--- config.mk ---
export PLATFORM = sky130hd
export DESIGN_NAME = srrip_ram
export DESIGN_NICKNAME = d
export VERILOG_FILES = /design/src/srrip_ram.sv
export SDC_FILE = /design/constraint.sdc
export NUM_CORES = 1
export LEC_CHECK = 0
export BUFFER_PORTS_ARGS = -buffer_cell sky130_fd_sc_hd__buf_2
export CAP_MARGIN = 20
export CORE_MARGIN = 5
export CORE_UTILIZATION = 37
export CTS_BUF_LIST = sky130_fd_sc_hd__clkbuf_4 sky130_fd_sc_hd__clkbuf_8 sky130_fd_sc_hd__clkbuf_16
export DETAILED_ROUTE_END_ITERATION = 12
export MAX_ROUTING_LAYER = met4
export PLACE_DENSITY = 0.5
export SYNTH_ARGS = -nofsm -noshare
export SYNTH_HDL_FRONTEND = slang
export SYNTH_SLANG_ARGS = --single-unit
--- constraint.sdc ---
create_clock -name i_clk -period 4.2 [get_ports i_clk]
set_input_delay 0.63 -clock i_clk [delete_from_list [all_inputs] [get_ports i_clk]]
set_output_delay 0.63 -clock i_clk [all_outputs]
set_load 0.005 [all_outputs]
--- src/srrip_ram.sv ---
// Generic single-clock RAM with one write port and one registered read port.
// No dependencies.
module srrip_ram #(
    parameter int WIDTH = 8,
    parameter int DEPTH = 16
) (
    input  logic                     i_clk,
    input  logic                     i_we,
    input  logic [$clog2(DEPTH > 1 ? DEPTH : 2)-1:0] i_waddr,
    input  logic [WIDTH-1:0]         i_wdata,
    input  logic                     i_re,
    input  logic [$clog2(DEPTH > 1 ? DEPTH : 2)-1:0] i_raddr,
    output logic [WIDTH-1:0]         o_rdata
);

    logic [WIDTH-1:0] r_mem [DEPTH];

    always_ff @(posedge i_clk) begin
        if (i_we) begin
            r_mem[i_waddr] <= i_wdata;
        end
        if (i_re) begin
            o_rdata <= r_mem[i_raddr];
        end
    end

endmodule

# After elaboration in Yosys (flattened, before gate mapping)

Memory sizes are Yosys's and may differ from the RTL's. A register that Yosys moved wholly into a read port is not among the register bits.
Index checks and enable logic that the tools add are counted.

Input bits: 19
Memory bits (writable): 128
Word-level logic and storage cells: 3
Output and inout port bits: 8
Bits in registers: 0
Memories: 1

Memory list:

| memory | words | bits a word | rd ports | clocked after Yosys merged registers in | wr ports | RTL line | RTL |
|---|---|---|---|---|---|---|---|
| r_mem  | 16    | 8           | 1        | 1                                       | 1        | 16       | `logic [WIDTH-1:0] r_mem [DEPTH];` |

Mux-type cells: 2

Operators with widths:

| kind             | count |
|---|---|
| 2-to-1 mux 1 bit | 2 |

# Longest topological paths before layout

Depth in word-level cells: 2
Gate-level depth with buffers: 5
Gate-level depth less buffers: 3

# Worst setup path before layout

Ideal clock, no wire load.

Path kind: input port to flip-flop
Start point: input i_waddr[2] in the netlist's numbering
End point: memory r_mem[0][0] (enable)
Slack: 2.077 ns
Arrival: 1.740 ns
Data required time: 3.817 ns
Setup time: 0.383 ns
Stages on the path: 2
Path buffers: 0
Path through: or3b_2 nor3_1

RTL lines:

| element            | RTL line | RTL |
|---|---|---|
| start: declaration | 9        | `input logic [$clog2(DEPTH > 1 ? DEPTH : 2)-1:0] i_waddr,` |
| end: declaration   | 16       |  |

Straight into the memory's write port.

==> results.json <==
{
  "async_flop_share_pct": 0,
  "ir_drop_v": 0.0002727,
  "viasPerCell": 5.169,
  "io_pins": 27,
  "placed_area_mm2": 0.005539,
  "clk_latency_ps": 410,
  "grt-ovfl-total": 0,
  "grt_antenna_before_repair": 1,
  "syn2layout_area_growth_pct": 16.44,
  "setup_violations": 0,
  "grt.total_usage_pct": 14.18,
  "die_h_um": 128.9,
  "via_count": 2388,
  "coreArea_mm2": 0.01388,
  "final_nets": 288,
  "cts_buffers": 17,
  "dieArea_mm2": 0.01661,
  "slew_viol_final": 0,
  "crit_path_end_kind": "register",
  "drc": 0,
  "finish.instance_area_mm2": 0.006087,
  "num_rows": 43,
  "synth-seq-cells": 136,
  "firstDrtPassIters": 4,
  "ys.flop_type": "edfxtp_1",
  "cp-start-kind": "primary input",
  "hp-class": "primary input to register",
  "crit_path_end": "o_rdata[3]$_DFFE_PP_",
  "grt_max_degree": 33,
  "synth_top_cell_by_area": "edfxtp_1",
  "reg2reg_from": "r_mem[0][3]$_DFFE_PP_",
  "dr.first_iter.drc_count": 149,
  "rsz0062_at_grt": "no",
  "root_buffer": "clkbuf_16",
  "wl_per_cell_um": 22.39,
  "yosysTopAreaCellShare_pct": 78.12,
  "grt_pass1_vias": 2544,
  "critPathKind": "primary input to register",
  "yosysWarnings": 0,
  "worst_pin_slew_ps": 1022,
  "status": "finished, final reports clean",
  "syn_avg_cell_area_um2": 22.83,
  "power_per_cell_area_mw_per_mm2": 499.4,
  "worstReg2RegEnd": "o_rdata[3]$_DFFE_PP_",
  "worstPathArrival_ps": 2510,
  "fp.dieW_um": 128.9,
  "fmax_mhz": 424.3,
  "drive_above_1_share_pct": 26.33,
  "synth_edf_count": 136,
  "finalWorstPathRequiredPeriod_ps": 2357,
  "hpwl_um": 6425,
  "fin_worst_skew_ps": 6.572,
  "tns_ps": 0,
  "cap_violations": 0,
  "critPathLaunch": "i_raddr[0]",
  "hold_viol_final": 0,
  "postCtsSetupRepairBufs": 0,
  "synth.area.top_cells": "edfxtp_1 (78%), mux4_2 (7.8%), mux4_1 (7.0%), a22oi_1 (2.3%), nor2_1 (0.93%)",
  "start_util_pct": 37.66,
  "relSlewSlack_pct": 31.58,
  "ant_nets": 0,
  "p_leak_nw": 1.991,
  "worstPathRequired_ps": 4350,
  "period_share_pct": 56.12,
  "reg2reg_slack_ps": 2680,
  "crit_fanout": 22,
  "grt_pass1_wl_um": 16030,
  "synth_area_mm2": 0.005228,
  "cts_hold_buf": 0,
  "clkSinkCount": 136,
  "path_clk_slew_ps": 50,
  "reg2reg_depth": 3,
  "io_buffers": 26,
  "yosysMostFrequentCell": "edfxtp_1",
  "h-tree-depth": 4,
  "finalWirelength_um": 10350,
  "cts_tree": "built",
  "synthTopCellsByCount": "edfxtp_1 (136), mux4_2 (18), a22oi_1 (16)",
  "cts_buffer_depth": 2,
  "ys_types": 18,
  "ctsResizeCount": 0,
  "synthCells": 229,
  "routabilityCongestion": 0.7142,
  "syn_nets": 248,
  "seq_area_frac_synth_pct": 78.12
}
flip-flops by register name, indices dropped and copies added, names as in the netlist:
register	flops
r_mem	128
o_rdata	8
report_power, final:
group,leakage [nW],internal [mW],switching (mW)
clock network,0.255,0.857,0.511
logic,0.500,0.0544,0.0804
registers,1.24,1.53,0.00678
through the flow:
step / power, mW / hold slack, ps / std cells / utilization [%] / worst slack (ps)
after global routing: 3.161 / 559.7 / 462 / 43.85 / 1716
final: 3.040 / 576.6 / 462 / 43.85 / 1843
after global placement: 1.701 / 740.4 / 430 / 39.90 / 1351
after detailed placement: 1.704 / 752.6 / 430 / 39.90 / 1337
after CTS: 3.075 / 557.1 / 461 / 43.83 / 1770
after floorplan: 1.641 / 704.8 / 229 / - / 2077
cells by family (layout without fill, tap and decap cells):
group	after synthesis	after routing	synth area share, %
and+or+nand+nor	35	35	3.136
buffers and inverters	10	62	1.651
other	0	1	0
AOI/OAI and AO/OA	16	16	2.298
muxes	32	32	14.79
DFF	136	136	78.12
layout by cell type (no fill, tap or decap), types with 2 or more instances in the layout:
master / Yosys / routed
clkbuf_16: 0 / 17
nand3b_1: 2 / 2
a22oi_1: 16 / 16
clkinvlp_4: 0 / 3
mux4_1: 14 / 14
buf_4: 1 / 5
mux4_2: 18 / 18
bufinv_16: 0 / 2
buf_2: 3 / 26
nand2_1: 9 / 9
nor2_1: 13 / 13
edfxtp_1: 136 / 136
clkinv_1: 0 / 8
nand2b_1: 2 / 2
nor3_1: 4 / 3
cell type report:
cell class,instances,area (um2)
Clock buffer,18,432.9
Tap cell,180,225.2
Multi-Input combinational cell,83,1062
Timing Repair Buffer,31,167.7
Clock inverter,13,112.6
Fill cell,1204,7794
Sequential cell,136,4084
Antenna cell,1,2.502
how the worst min path moves through the flow:
stage / slack, ps / cells after the start / startpoint / to
4_1_cts: 560 / 1 / i_re / o_rdata[3]$_DFFE_PP_
5_1_grt: 560 / 1 / i_re / o_rdata[6]$_DFFE_PP_
3_3_place_gp: 740 / 3 / r_mem[3][1]$_DFFE_PP_ / o_rdata[1]$_DFFE_PP_
2_1_floorplan: 700 / 3 / r_mem[7][0]$_DFFE_PP_ / o_rdata[0]$_DFFE_PP_
6_report: 580 / 1 / i_re / o_rdata[3]$_DFFE_PP_
3_5_place_dp: 750 / 3 / r_mem[3][1]$_DFFE_PP_ / o_rdata[1]$_DFFE_PP_
worst max-delay path: stages:
cell and delay (ps):
buf_2 570, buf_4 320, mux4_1 570, a22oi_1 290, nand2_1 100
metal layers:
metal	vias up	share of wire [%]	track usage (%)
li1	1066	-	-
met1	1250	48	20.07
met2	59	46	19.30
met3	13	5.0	4.566
met4	0	0.82	5.003
met5	-	0	-
Note: power is estimated with default switching activity, not from simulation.
